File: src/rtl/c65_pkg.sv
package c65_pkg;

  localparam int unsigned AddrBits = 16;
  localparam int unsigned ByteBits = 8;
  localparam int unsigned WaitBits = 4;
  localparam int unsigned CmdBits = 2;
  localparam int unsigned CfgIdxBits = 1;
  localparam int unsigned CfgDataBits = 16;
  localparam int unsigned OutDataBits = 80;

  localparam logic [AddrBits-1:0] ResetVectorDefault = 16'h8000;
  localparam logic [WaitBits-1:0] ResetWaitDefault = 4'd7;
  localparam logic [ByteBits-1:0] SpPowerOn = 8'hFF;
  localparam logic [ByteBits-1:0] SpReset = 8'hFD;

  localparam logic [CfgIdxBits-1:0] CfgResetVector = 1'b0;
  localparam logic [CfgIdxBits-1:0] CfgResetWait = 1'b1;

  localparam logic [ByteBits-1:0] OpLdaImm = 8'hA9;
  localparam logic [ByteBits-1:0] OpLdxImm = 8'hA2;
  localparam logic [ByteBits-1:0] OpLdyImm = 8'hA0;
  localparam logic [ByteBits-1:0] OpLdaAbsX = 8'hBD;
  localparam logic [ByteBits-1:0] OpTax = 8'hAA;
  localparam logic [ByteBits-1:0] OpTay = 8'hA8;
  localparam logic [ByteBits-1:0] OpTxa = 8'h8A;
  localparam logic [ByteBits-1:0] OpTya = 8'h98;
  localparam logic [ByteBits-1:0] OpNop = 8'hEA;

  typedef enum logic [CmdBits-1:0] {
    CMD_CYCLE = 2'd0,
    CMD_RESET = 2'd1,
    CMD_POWER = 2'd2,
    CMD_NONE  = 2'd3
  } cmd_e;

  typedef enum logic [2:0] {
    PH_FETCH    = 3'd0,
    PH_OPER     = 3'd1,
    PH_HIGH     = 3'd2,
    PH_FIXUP    = 3'd3,
    PH_READ     = 3'd4,
    PH_INTERNAL = 3'd5,
    PH_WAIT     = 3'd6
  } phase_e;

  typedef struct packed {
    logic                bad_opcode;
    logic                instr_done;
    logic [ByteBits-1:0] sp_value;
    logic [AddrBits-1:0] pc_value;
    logic [ByteBits-1:0] status_byte;
    logic [ByteBits-1:0] y_value;
    logic [ByteBits-1:0] x_value;
    logic [ByteBits-1:0] acc_value;
    logic                bus_read;
    logic [AddrBits-1:0] bus_address;
  } result_t;

  localparam int unsigned ResultBits = $bits(result_t);

  function automatic logic [ByteBits-1:0] status_of(input logic n, input logic z);
    return {n, 1'b0, 1'b1, 2'b00, 1'b1, z, 1'b0};
  endfunction

endpackage

File: src/rtl/c65_core.sv
module c65_core (
  input  logic                       clk_i,
  input  logic                       rst_ni,
  input  logic                       cfg_we_i,
  input  logic [c65_pkg::CfgIdxBits-1:0]  cfg_idx_i,
  input  logic [c65_pkg::CfgDataBits-1:0] cfg_data_i,
  input  logic                       fire_i,
  input  c65_pkg::cmd_e              cmd_i,
  input  logic [c65_pkg::ByteBits-1:0] data_i,
  output c65_pkg::result_t           res_o
);
  import c65_pkg::*;

  logic [AddrBits-1:0] vec_q;
  logic [WaitBits-1:0] wcfg_q;

  logic [ByteBits-1:0] acc_q, acc_d, x_q, x_d, y_q, y_d, sp_q, sp_d, op_q, op_d;
  logic [AddrBits-1:0] pc_q, pc_d, base_q, base_d;
  logic                n_q, n_d, z_q, z_d;
  phase_e              phase_q, phase_d;
  logic [WaitBits-1:0] wait_q, wait_d;
  logic                done, bad;
  logic [ByteBits:0]   low_sum;
  logic [WaitBits-1:0] wait_dec;

  always_ff @(posedge clk_i or negedge rst_ni) begin
    if (!rst_ni) begin
      vec_q  <= ResetVectorDefault;
      wcfg_q <= ResetWaitDefault;
    end else if (cfg_we_i) begin
      case (cfg_idx_i)
        CfgResetVector: vec_q <= cfg_data_i[AddrBits-1:0];
        CfgResetWait:   wcfg_q <= cfg_data_i[WaitBits-1:0];
        default: ;
      endcase
    end
  end

  always_ff @(posedge clk_i or negedge rst_ni) begin
    if (!rst_ni) begin
      acc_q   <= '0;
      x_q     <= '0;
      y_q     <= '0;
      pc_q    <= '0;
      sp_q    <= SpPowerOn;
      n_q     <= 1'b0;
      z_q     <= 1'b0;
      phase_q <= PH_FETCH;
      op_q    <= '0;
      base_q  <= '0;
      wait_q  <= '0;
    end else if (fire_i) begin
      acc_q   <= acc_d;
      x_q     <= x_d;
      y_q     <= y_d;
      pc_q    <= pc_d;
      sp_q    <= sp_d;
      n_q     <= n_d;
      z_q     <= z_d;
      phase_q <= phase_d;
      op_q    <= op_d;
      base_q  <= base_d;
      wait_q  <= wait_d;
    end
  end

  assign low_sum  = {1'b0, base_q[ByteBits-1:0]} + {1'b0, x_q};
  assign wait_dec = (wait_q != '0) ? wait_q - 1'b1 : '0;

  always_comb begin
    acc_d   = acc_q;
    x_d     = x_q;
    y_d     = y_q;
    pc_d    = pc_q;
    sp_d    = sp_q;
    n_d     = n_q;
    z_d     = z_q;
    phase_d = phase_q;
    op_d    = op_q;
    base_d  = base_q;
    wait_d  = wait_q;
    done    = 1'b0;
    bad     = 1'b0;
    case (cmd_i)
      CMD_CYCLE: begin
        case (phase_q)
          PH_FETCH: begin
            op_d = data_i;
            pc_d = pc_q + 1'b1;
            if (data_i inside {OpLdaImm, OpLdxImm, OpLdyImm, OpLdaAbsX}) begin
              phase_d = PH_OPER;
            end else begin
              phase_d = PH_INTERNAL;
            end
          end
          PH_OPER: begin
            pc_d = pc_q + 1'b1;
            if (op_q == OpLdaAbsX) begin
              base_d  = {{(AddrBits-ByteBits){1'b0}}, data_i};
              phase_d = PH_HIGH;
            end else begin
              case (op_q)
                OpLdxImm: x_d = data_i;
                OpLdyImm: y_d = data_i;
                default:  acc_d = data_i;
              endcase
              n_d     = data_i[ByteBits-1];
              z_d     = (data_i == '0);
              phase_d = PH_FETCH;
              done    = 1'b1;
            end
          end
          PH_HIGH: begin
            pc_d    = pc_q + 1'b1;
            base_d  = {data_i, base_q[ByteBits-1:0]};
            phase_d = low_sum[ByteBits] ? PH_FIXUP : PH_READ;
          end
          PH_FIXUP: phase_d = PH_READ;
          PH_READ: begin
            acc_d   = data_i;
            n_d     = data_i[ByteBits-1];
            z_d     = (data_i == '0);
            phase_d = PH_FETCH;
            done    = 1'b1;
          end
          PH_INTERNAL: begin
            case (op_q)
              OpTax: begin
                x_d = acc_q;
                n_d = acc_q[ByteBits-1];
                z_d = (acc_q == '0);
              end
              OpTay: begin
                y_d = acc_q;
                n_d = acc_q[ByteBits-1];
                z_d = (acc_q == '0);
              end
              OpTxa: begin
                acc_d = x_q;
                n_d   = x_q[ByteBits-1];
                z_d   = (x_q == '0);
              end
              OpTya: begin
                acc_d = y_q;
                n_d   = y_q[ByteBits-1];
                z_d   = (y_q == '0);
              end
              OpNop: ;
              default: bad = 1'b1;
            endcase
            phase_d = PH_FETCH;
            done    = 1'b1;
          end
          PH_WAIT: begin
            wait_d = wait_dec;
            if (wait_dec == '0) begin
              phase_d = PH_FETCH;
            end
          end
          default: phase_d = PH_FETCH;
        endcase
      end
      CMD_RESET: begin
        acc_d   = '0;
        x_d     = '0;
        y_d     = '0;
        pc_d    = vec_q;
        sp_d    = SpReset;
        n_d     = 1'b0;
        z_d     = 1'b0;
        op_d    = '0;
        base_d  = '0;
        wait_d  = wcfg_q;
        phase_d = (wcfg_q != '0) ? PH_WAIT : PH_FETCH;
      end
      CMD_POWER: begin
        acc_d   = '0;
        x_d     = '0;
        y_d     = '0;
        pc_d    = '0;
        sp_d    = SpPowerOn;
        n_d     = 1'b0;
        z_d     = 1'b0;
        op_d    = '0;
        base_d  = '0;
        wait_d  = '0;
        phase_d = PH_FETCH;
      end
      default: ;
    endcase
  end

  always_comb begin
    res_o.bus_address = (phase_d == PH_READ) ?
                        base_d + {{(AddrBits-ByteBits){1'b0}}, x_d} : pc_d;
    res_o.bus_read    = phase_d inside {PH_FETCH, PH_OPER, PH_HIGH, PH_READ};
    res_o.acc_value   = acc_d;
    res_o.x_value     = x_d;
    res_o.y_value     = y_d;
    res_o.status_byte = status_of(n_d, z_d);
    res_o.pc_value    = pc_d;
    res_o.sp_value    = sp_d;
    res_o.instr_done  = done;
    res_o.bad_opcode  = bad;
  end

  a_wait_nonzero: assert property (@(posedge clk_i) disable iff (!rst_ni)
    (phase_q == PH_WAIT) |-> (wait_q != '0))
    else $error("wait phase entered with an empty wait count");

  a_fixup_to_read: assert property (@(posedge clk_i) disable iff (!rst_ni)
    (fire_i && cmd_i == CMD_CYCLE && phase_q == PH_FIXUP) |=> (phase_q == PH_READ))
    else $error("page fixup cycle not followed by the data read");

  a_bad_needs_done: assert property (@(posedge clk_i) disable iff (!rst_ni)
    res_o.bad_opcode |-> (res_o.instr_done && phase_q == PH_INTERNAL))
    else $error("bad opcode flagged outside an instruction completion");

endmodule

File: src/rtl/c65_skid.sv
module c65_skid (
  input  logic                  clk_i,
  input  logic                  rst_ni,
  input  logic                  in_valid_i,
  output logic                  in_ready_o,
  input  c65_pkg::result_t      in_data_i,
  output logic                  out_valid_o,
  input  logic                  out_ready_i,
  output c65_pkg::result_t      out_data_o
);
  import c65_pkg::*;

  logic    out_valid_q, out_valid_d, skid_valid_q, skid_valid_d;
  result_t out_q, out_d, skid_q, skid_d;
  logic    in_fire;

  assign in_ready_o  = !skid_valid_q;
  assign in_fire     = in_valid_i && in_ready_o;
  assign out_valid_o = out_valid_q;
  assign out_data_o  = out_q;

  always_comb begin
    out_valid_d  = out_valid_q;
    skid_valid_d = skid_valid_q;
    out_d        = out_q;
    skid_d       = skid_q;
    if (!out_valid_q || out_ready_i) begin
      if (skid_valid_q) begin
        out_d        = skid_q;
        out_valid_d  = 1'b1;
        skid_valid_d = 1'b0;
      end else begin
        out_d       = in_data_i;
        out_valid_d = in_fire;
      end
    end else if (in_fire) begin
      skid_d       = in_data_i;
      skid_valid_d = 1'b1;
    end
  end

  always_ff @(posedge clk_i or negedge rst_ni) begin
    if (!rst_ni) begin
      out_valid_q  <= 1'b0;
      skid_valid_q <= 1'b0;
    end else begin
      out_valid_q  <= out_valid_d;
      skid_valid_q <= skid_valid_d;
    end
  end

  always_ff @(posedge clk_i) begin
    out_q  <= out_d;
    skid_q <= skid_d;
  end

  a_skid_behind_out: assert property (@(posedge clk_i) disable iff (!rst_ni)
    skid_valid_q |-> out_valid_q)
    else $error("skid entry held while the output stage is empty");

  a_skid_fill_cause: assert property (@(posedge clk_i) disable iff (!rst_ni)
    $rose(skid_valid_q) |-> $past(out_valid_q && !out_ready_i && in_valid_i))
    else $error("skid entry filled without a stalled output");

  a_skid_drains: assert property (@(posedge clk_i) disable iff (!rst_ni)
    (skid_valid_q && out_ready_i) |=> (out_valid_q && !skid_valid_q))
    else $error("skid entry not moved to the output stage");

endmodule

File: src/rtl/cpu6502_subset_cycle_core.sv
// Channel   Dir  Payload                                    Transfer
// s_axis    in   tuser: command; tdata: read_data           tvalid & tready
// m_axis    out  tdata: one bus-cycle result (see port)     tvalid & tready
// cfg       in   index 0 reset_vector, 1 reset_wait_cycles  cfg_we_i
//
// Each input transfer is one bus cycle or event; the output stage registers its result.
// A new transfer is taken every cycle while the skid is empty; the output stage plus a
// one-entry skid buffer takes a transfer in an output stall, then s_axis_tready drops.
// Reset clears the CPU to its power-on state and loads the register defaults.
module cpu6502_subset_cycle_core (
  input  logic                               clk_i,
  input  logic                               rst_ni,
  input  logic                               cfg_we_i,
  input  logic [c65_pkg::CfgIdxBits-1:0]     cfg_idx_i,
  input  logic [c65_pkg::CfgDataBits-1:0]    cfg_data_i,
  input  logic                               s_axis_tvalid,
  output logic                               s_axis_tready,
  input  logic [c65_pkg::ByteBits-1:0]       s_axis_tdata,  // read_data
  input  logic [c65_pkg::CmdBits-1:0]        s_axis_tuser,  // command
  output logic                               m_axis_tvalid,
  input  logic                               m_axis_tready,
  // bus_address, bus_read, acc_value, x_value, y_value, status_byte, pc_value,
  // sp_value, instr_done, bad_opcode, zero fill
  output logic [c65_pkg::OutDataBits-1:0]    m_axis_tdata
);
  import c65_pkg::*;

  result_t core_res, out_res;
  logic    fire;

  assign fire = s_axis_tvalid && s_axis_tready;

  c65_core u_core (
    .clk_i      (clk_i),
    .rst_ni     (rst_ni),
    .cfg_we_i   (cfg_we_i),
    .cfg_idx_i  (cfg_idx_i),
    .cfg_data_i (cfg_data_i),
    .fire_i     (fire),
    .cmd_i      (cmd_e'(s_axis_tuser)),
    .data_i     (s_axis_tdata),
    .res_o      (core_res)
  );

  c65_skid u_skid (
    .clk_i       (clk_i),
    .rst_ni      (rst_ni),
    .in_valid_i  (s_axis_tvalid),
    .in_ready_o  (s_axis_tready),
    .in_data_i   (core_res),
    .out_valid_o (m_axis_tvalid),
    .out_ready_i (m_axis_tready),
    .out_data_o  (out_res)
  );

  assign m_axis_tdata = {{(OutDataBits-ResultBits){1'b0}}, out_res};

endmodule
File: config.mk
export PLATFORM = sky130hd
export DESIGN_NAME = cpu6502_subset_cycle_core
export DESIGN_NICKNAME = d
export VERILOG_FILES = /design/src/rtl/c65_pkg.sv /design/src/rtl/c65_core.sv /design/src/rtl/c65_skid.sv /design/src/rtl/cpu6502_subset_cycle_core.sv
export SDC_FILE = /design/constraint.sdc
export NUM_CORES = 1
export LEC_CHECK = 0
export ABC_AREA = 0
export BUFFER_PORTS_ARGS = -buffer_cell sky130_fd_sc_hd__buf_2
export CORE_ASPECT_RATIO = 2
export CORE_MARGIN = 2
export CORE_UTILIZATION = 35
export DETAILED_ROUTE_END_ITERATION = 10
export HOLD_SLACK_MARGIN = 0.02
export PLACE_DENSITY_LB_ADDON = 0.3
export SLEW_MARGIN = 25
export SYNTH_ARGS = -nofsm -noshare
export SYNTH_HDL_FRONTEND = slang
export SYNTH_HIERARCHICAL = 1
export SYNTH_SLANG_ARGS = --single-unit
File: constraint.sdc
create_clock -name clk_i -period 11.1 [get_ports clk_i]
set_input_delay 2.22 -clock clk_i [delete_from_list [all_inputs] [get_ports clk_i]]
set_output_delay 2.22 -clock clk_i [all_outputs]
set_load 0.02 [all_outputs]
# == Word level (Yosys, flattened, before mapping) ==
# Index checks and enable logic that the tools add are counted.
# classes
addsub,4
eq_ne,25
mux,52
n_bitwise,2
n_reduce_logical,30
# ops
operator,n
$pmux 8 s2,8
$eq 8x8->1 const B,12
$mux 75,1
$mux 8,9
$pmux 16 s2,2
$mux 16,3
$pmux 16 s3,1
$logic_not 8->1,4
$pmux 8 s3,1
$add 16x1->16 const B,1
$add 16x8->16,1
$reduce_bool 4->1,4
$pmux 3 s5,1
$eq 3x3->1 const B,4
$mux 3,4
$pmux 1 s3,4
$pmux 4 s3,1
$mux 1,10
$add 8x8->9,1
$eq 3x2->1 const B,3
$pmux 3 s3,1
$mux 4,2
$reduce_or 2->1,4
$eq 3x1->1 const B,2
other kinds (20),29
# totals
ff_bits,241
in_bits,32
output_inout_bits,82
elab_cells,148

# == Longest topological paths before layout ==
# Gate-level depths: netlist of the first run.
# logic_depth
word_depth,9
ltp_mapped,19

# == Modules after synthesis ==
# The synthesis of the first run kept the hierarchy.
# by_module_without_submodules
mod,instances,cells_per_inst,area_per_inst_um2,seq_area_each_um2
c65_core,1,917,7618.6,2542.4
c65_skid,1,242,5561.6,4554.4
cpu6502_subset_cycle_core,1,7,47.5,0.0

# == Least setup slack after synthesis of the first run ==
# OpenSTA, ideal clock, no wires.
# synth_path
path_type,input to register
start,input port m_axis_tready
end,"register u_skid/skid_q[0] (netlist bit), enable pin"
setup_time_ps,615
arrival_ps,9683
path_slack_ps,801
stages,2
n_path_buf,0
cell_sequence,nand2b_1 nor3b_1
# synth_via
elab_chain_len,3
# synth_lines
item,line_no,source
start: declaration,cpu6502_subset_cycle_core.sv:21,"input logic m_axis_tready,"
$logic_or 1x1->1,c65_skid.sv:27,if (!out_valid_q || out_ready_i) begin
$not 1->1 (no line),--,
$reduce_and 2->1 (no line),--,
end signal: assignment,c65_skid.sv:54,skid_q <= skid_d;
end: declaration,c65_skid.sv:14,"result_t out_q, out_d, skid_q, skid_d;"
# Every way passes these cells.
# A chain may end at the register's enable or synchronous reset.

==> results of run 1 <==
## worst max-delay path, cell delays in order
cell,delay (ns)
buf_2,0.12
inv_1,0.08
ha_1,0.15
buf_4,0.37
inv_1,0.07
buf_4,0.25
nor2_1,0.39
buf_4,0.27
o221a_2,0.24
nor2_1,0.05
nor2_1,0.26
ha_1,0.33
a21o_1,0.20
a21oi_1,0.22
o21bai_1,0.11
and2_1,0.18
o2111ai_1,0.34
o21ai_0,0.13
a22o_1,0.23
mux2_2,0.26
## cells in the final DEF (no fill, tap or decap), drive strengths merged, types with 13 or more instances in the layout
| master | n |
|---|---|
| dfrtp | 91 |
| a22oi | 35 |
| clkbuf | 33 |
| edfxtp | 150 |
| o211ai | 19 |
| a21o | 22 |
| nor2 | 67 |
| mux2 | 108 |
| nor3 | 25 |
| o21ai | 79 |
| nand2b | 25 |
| nor4 | 13 |
| nor2b | 13 |
| nand2 | 139 |
| a22o | 32 |
| ha | 20 |
| buf | 122 |
| and2 | 13 |
| nand3 | 21 |
| a21oi | 42 |
## final timing paths
kind                                    from               endpoint  slack, ns
setup / recovery             s_axis_tuser[0]  u_skid/out_data_o[14]       4.92
hold / removal                u_core/sp_q[0]         u_core/sp_q[0]       0.49
setup reg to reg           u_core/phase_q[0]  u_skid/out_data_o[14]       5.88
hold reg to reg               u_core/sp_q[0]         u_core/sp_q[0]       0.49
max in group asynchronous             rst_ni         u_core/pc_q[6]       8.15
min in group asynchronous             rst_ni     u_skid/out_valid_o       1.65
## metal layers
| layer | track usage | share of wire | vias up |
|---|---|---|---|
| li1 | - | - | 4468 |
| met2 | 0.356 | 0.56 | 281 |
| met4 | 0.0954 | 0.051 | 4 |
| met3 | 0.0240 | 0.042 | 97 |
| met1 | 0.193 | 0.35 | 4744 |
| met5 | 0 | 0.00071 | - |
## power by group
group          switching, mW  internal [mW]  total [mW]
clock network          0.369          0.469       0.838
registers             0.0871           1.12        1.20
logic                  0.281          0.169       0.450
## cells by family (layout without fill, tap and decap cells)
| logic type | Yosys count | in the layout | synth area share |
|---|---|---|---|
| AND/OR/NAND/NOR | 370 | 370 | 0.140 |
| AO/OA/AOI/OAI | 297 | 297 | 0.159 |
| multiplexers | 109 | 109 | 0.0975 |
| adder cells (fa/ha/maj) | 21 | 21 | 0.0204 |
| flip-flops | 253 | 253 | 0.537 |
| buffers and inverters | 103 | 178 | 0.0393 |
| XOR/XNOR | 10 | 10 | 0.00662 |
| other | 3 | 11 | 0.000851 |
## sequential cells by signal, summed over array words and instances (netlist names), 8 cells and up
register	cells
u_core/op_q	8
u_skid/out_data_o	75
u_core/pc_q	16
u_core/base_q	16
u_core/x_q	8
u_skid/skid_q	75
u_core/vec_q	16
u_core/acc_q	8
u_core/y_q	8
u_core/sp_q	8
## through the flow
step	worst slack, ns	total power, mW
floorplan	0.801	1.52
global placement	4.56	1.67
detailed placement	4.38	1.68
CTS	4.95	2.52
global route	4.49	2.60
finish	4.92	2.49
## cell type report
type                       instances  area, um^2
clock buffer                      33         666
clock inverter                    11         116
fill                            3623       22500
inverter                          12        45.0
multi-input combinational        818        5660
sequential                       253        7100
tap                              459         574
timing repair buffer             122         648
==> impl_metrics.toml, run 1 <==
[outcome]
run_status = "complete, no violations"

[layout]
final_core_utilization = 0.397
area_growth_pct = 12.0
fin_area_um2 = 14800
fin_cells = 1708
drive_gt1_frac = 0.254
antenna_cells = 0
nets = 1284

[route]
drc = 0
viasPerCell = 5.62
ant_nets = 0
routed_wl_um = 36600
vias = 9594
avgRoutedWirePerCell_um = 21.4
first_iter_violations = 699
dr.pass1.iters = 6

[synthesis]
yosysMostFrequentCell = "edfxtp_1"
avgSynthCellArea_um2 = 11.3
synth_seq_area_share = 0.537
ys_top_cells_by_area = "edfxtp_1 34%, dfrtp_1 17%, mux2_2 7.7%"
yosysUniqueCellTypes = 84
synthCells = 1166
async_reset_ff_frac = 0.407
ys_top_cells_by_count = "150 x edfxtp_1, 139 x nand2_1, 91 x dfrtp_1, 90 x mux2_2, 74 x o21ai_0"
synth-main-ff-cell = "edfxtp_1"
ys_seq_elements = 253
synth_top_area_frac = 0.341
yosysTopAreaCell = "edfxtp_1"
synth_edf_count = 150
ys_warn_count = 6
syn_area_um2 = 13200

[power]
vdd_ir_drop_max_v = 0.0000947
power.density_nw_per_um2 = 168
p_leak_nw = 5.87

[sta]
worstMarginPinSlew_ns = 0.991
finClkSkew_ns = 0.0110
slew_headroom = 0.339
fin_crit_sh = 0.557
setup_tns_ns = 0
hold_viol_final = 0
whs_ns = 0.494
setup_violations = 0
rsz0062_at_grt = "no"
layout_min_cycle_time_ns = 6.18
drv_slew = 0
fmax_mhz = 162

[clock_network]
postCtsHoldBufs = 0
clock_sinks = 253
clk_pin_slew_worst_paths_ns = 0.07
clockBufferDepth = 3
insertion_delay_ns = 0.54
cts_resized = 0
htreeDepth = 1
cts_buffers = 24
cts_tree = "built"
cts-root-buf = "clkbuf_16"
post_cts_buffers = 0

[place]
gp_congestion = 0.898
numPlacedInstances = 1664
port_buffers = 108
dp.final_hpwl_um = 26000
postPlaceCellArea_um2 = 14000

[global_routing]
grt_pass1_vias = 9623
antenna_found_initial = 3
grtUsageTotal = 0.186
grt-ovfl-total = 0
grt_pass1_wl_um = 56700
grt_max_degree = 82

[floorplanning]
row_count = 100
start_util = 0.355
die_h_um = 279
fp.dieW_um = 141
core_um2 = 37300
boundaryPins = 114
die_area_um2 = 39500

[min_path]
min_delay_path_depth = 1
hold_class = "reg -> reg"

[setup_path]
cp.required_ns = 11.39
critPathMaxFanout = 39
path_class = "in -> reg"
cp.arrival_ns = 6.47
end_kind = "register"
reg2reg_depth = 16
worstSetupStartpointType = "input port"

[job]
cap_viol_max_count = 0
(Power assumes the default switching activity.)
==> run 2, diff against run 1 <==
--- a/config.mk
+++ b/config.mk
@@ -5,7 +5,7 @@
 export SDC_FILE = /design/constraint.sdc
 export NUM_CORES = 1
 export LEC_CHECK = 0
-export ABC_AREA = 0
+export ABC_AREA = 1
 export BUFFER_PORTS_ARGS = -buffer_cell sky130_fd_sc_hd__buf_2
 export CORE_ASPECT_RATIO = 2
 export CORE_MARGIN = 2
==> constraint.sdc (replaced) <==
create_clock -name clk_i -period 6.15 [get_ports clk_i]
set_input_delay 1.23 -clock clk_i [delete_from_list [all_inputs] [get_ports clk_i]]
set_output_delay 1.23 -clock clk_i [all_outputs]
set_load 0.02 [all_outputs]
==> run 2 against run 1 <==
Net effect:
- clock power grew 95%
- synthesized area shrank 2.9%
- via count grew 8.4%
- sequential share of layout area grew 0.81 points
- core utilization grew 0.40 points
- register-to-register slack lost 4.1 ns
- die area shrank 2.9%
- clock skew grew 0.013 ns
- global-route usage shrank 0.59 points
- sequential power grew 74%
- largest power group unchanged
==> impl_metrics.toml, run 2 <==
[outcome]
run_status = "complete, no violations"

[route]
avgRoutedWirePerCell_um = 17.4
dr.pass1.iters = 5
first_iter_violations = 628
ant_nets = 0
vias = 10400
viasPerCell = 5.19
drc = 0
routed_wl_um = 34900

[setup_path]
slowest_stage = "ha_1"
cpMostUsedCell = "nand2_1"
cpPeakStageDelay_ns = 0.60
worstSetupStartpointType = "input port"
path_class = "in -> reg"
r2r_slack_ns = 1.74
reg2reg_to = "u_skid/out_data_o[9]"
end_kind = "register"
reg2reg_depth = 20
critPathMaxFanout = 18
cp.arrival_ns = 4.93
cp.required_ns = 6.46
cp_num_buf_inv = 5
crit_chain = "buf_2 -> inv_1 -> ha_1 -> inv_1 -> nor2_1 -> inv_2 -> a21oi_1 -> o211ai_1 -> o21ai_0 -> ha_1 -> a21oi_1 -> nor2_1 -> nor3b_1 -> o21ai_0 -> a21oi_1 -> inv_1 -> nand4_1 -> nand2_1 -> nand2_1 -> o21ai_1 -> nand2_1 -> nand2_1"
r2r-start = "u_core/phase_q[0]"
critical-path-top-delay-family = "compound AO/OA/AOI/OAI gates"

[place]
gp_congestion = 0.922
port_buffers = 108
dp.final_hpwl_um = 25200
postPlaceCellArea_um2 = 13700

[global_routing]
grt_max_degree = 78
antenna_found_initial = 0
grt_pass1_wl_um = 54900
grt_pass1_vias = 10300
grtUsageTotal = 0.180
grt-ovfl-total = 0

[floorplanning]
boundaryPins = 114
die_h_um = 275
die_area_um2 = 38300
row_count = 99
core_um2 = 36300
fp.dieW_um = 139
start_util = 0.354

[synthesis]
yosysTopAreaCell = "edfxtp_1"
synth_seq_area_share = 0.553
yosysUniqueCellTypes = 51
synth-main-ff-cell = "edfxtp_1"
async_reset_ff_frac = 0.407
ys_top_cells_by_area = "edfxtp_1 35%, dfrtp_1 18%, nand2_1 13%"
ys_warn_count = 6
synthCells = 1447
ys_top_cells_by_count = "453 x nand2_1, 150 x edfxtp_1, 144 x inv_1, 125 x o21ai_0, 91 x dfrtp_1"
avgSynthCellArea_um2 = 8.87
ys_seq_elements = 253
yosysMostFrequentCell = "nand2_1"
synth_edf_count = 150
syn_area_um2 = 12800
synth_top_area_frac = 0.351

[sta]
rsz0062_at_grt = "no"
hold_viol_final = 0
whs_ns = 0.465
setup_violations = 0
setup_tns_ns = 0
fin_crit_sh = 0.751
finClkSkew_ns = 0.0238
slew_headroom = 0.355
fmax_mhz = 217
drv_slew = 0
layout_min_cycle_time_ns = 4.62
worstMarginPinSlew_ns = 0.967

[layout]
final_core_utilization = 0.401
layout_commonest_cell = "nand2_1"
nets = 1585
area_growth_pct = 13.4
drive_gt1_frac = 0.147
antenna_cells = 0
fin_area_um2 = 14600
final_cell_mix = "452 x nand2_1, 150 x edfxtp_1, 144 x inv_1"
fillers = 3639

[job]
cap_viol_max_count = 0

[min_path]
hold_path_startpoint = "u_core/sp_q[4]"
hold_class = "reg -> reg"
min_delay_path_depth = 2
whs_endpoint = "u_core/sp_q[4]"

[clock_network]
cts_buffers = 24
insertion_delay_ns = 0.55
clock_sinks = 253
cts-root-buf = "clkbuf_16"
clockBufferDepth = 3
clk_pin_slew_worst_paths_ns = 0.07
post_cts_buffers = 0
cts_resized = 0
cts_tree = "built"
htreeDepth = 1
postCtsHoldBufs = 0

[power]
power.density_nw_per_um2 = 308
vdd_ir_drop_max_v = 0.000187
p_leak_nw = 6.50
total_power_mw = 4.49
-- run 2: cells by family after synthesis --
logic type,synth area share
buffers and inverters,0.0783
adders and majority gates,0.0211
AOI/OAI and AO/OA,0.135
other,0.000877
muxes,0.0105
xor gates and xnor gates,0.00614
DFF,0.553
and+or+nand+nor,0.196
-- run 2: metrics by stage --
stage	setup slack, ns	std cells
after floorplan	0.166	1455
after global placement	1.17	1960
after detailed placement	1.06	1960
after CTS	1.64	2004
after global routing	1.18	2004
final	1.53	2004
-- run 2: how the worst max path moves through the flow --
stage                               start               endpoint  depth (start not counted)  slack, ns
after floorplan             m_axis_tready       u_skid/skid_q[0]                          3       0.17
after global placement    s_axis_tuser[0]   u_skid/out_data_o[9]                         21       1.17
after detailed placement  s_axis_tuser[0]   u_skid/out_data_o[9]                         21       1.06
after CTS                 s_axis_tuser[0]   u_skid/out_data_o[9]                         21       1.64
after global routing      s_axis_tuser[0]  u_skid/out_data_o[15]                         21       1.18
final                     s_axis_tuser[0]   u_skid/out_data_o[9]                         22       1.53
-- run 2: where the power goes --
part	internal [mW]	leakage (nW)	total (mW)	switching [mW]
clock network	0.973	0.412	1.63	0.658
logic	0.219	3.31	0.765	0.545
registers	2.00	2.78	2.09	0.0925
total	3.19	6.50	4.49	1.30
-- run 2: layer usage --
layer / global-route usage / wire length, um / up-vias
met5: 0 / 0 / -
met4: 0.0973 / 1800 / 0
met3: 0.0181 / 1630 / 101
met2: 0.336 / 18400 / 351
met1: 0.199 / 13100 / 4932
li1: - / - / 5018
-- run 2: worst min-delay path, stage by stage (launching register included) --
cell and delay, ns:
dfstp_2 0.36, inv_1 0.06, nand2_1 0.05
-- run 2: final cells by class --
class                           instances  area (um^2)  area share
Sequential cell                       253         7100       0.487
Multi-Input combinational cell        975         4790       0.329
Timing Repair Buffer                  124          663      0.0455
Clock buffer                           27          612      0.0420
Inverter                              154          581      0.0399
Tap cell                              454          568      0.0390
Clock inverter                         17          253      0.0174
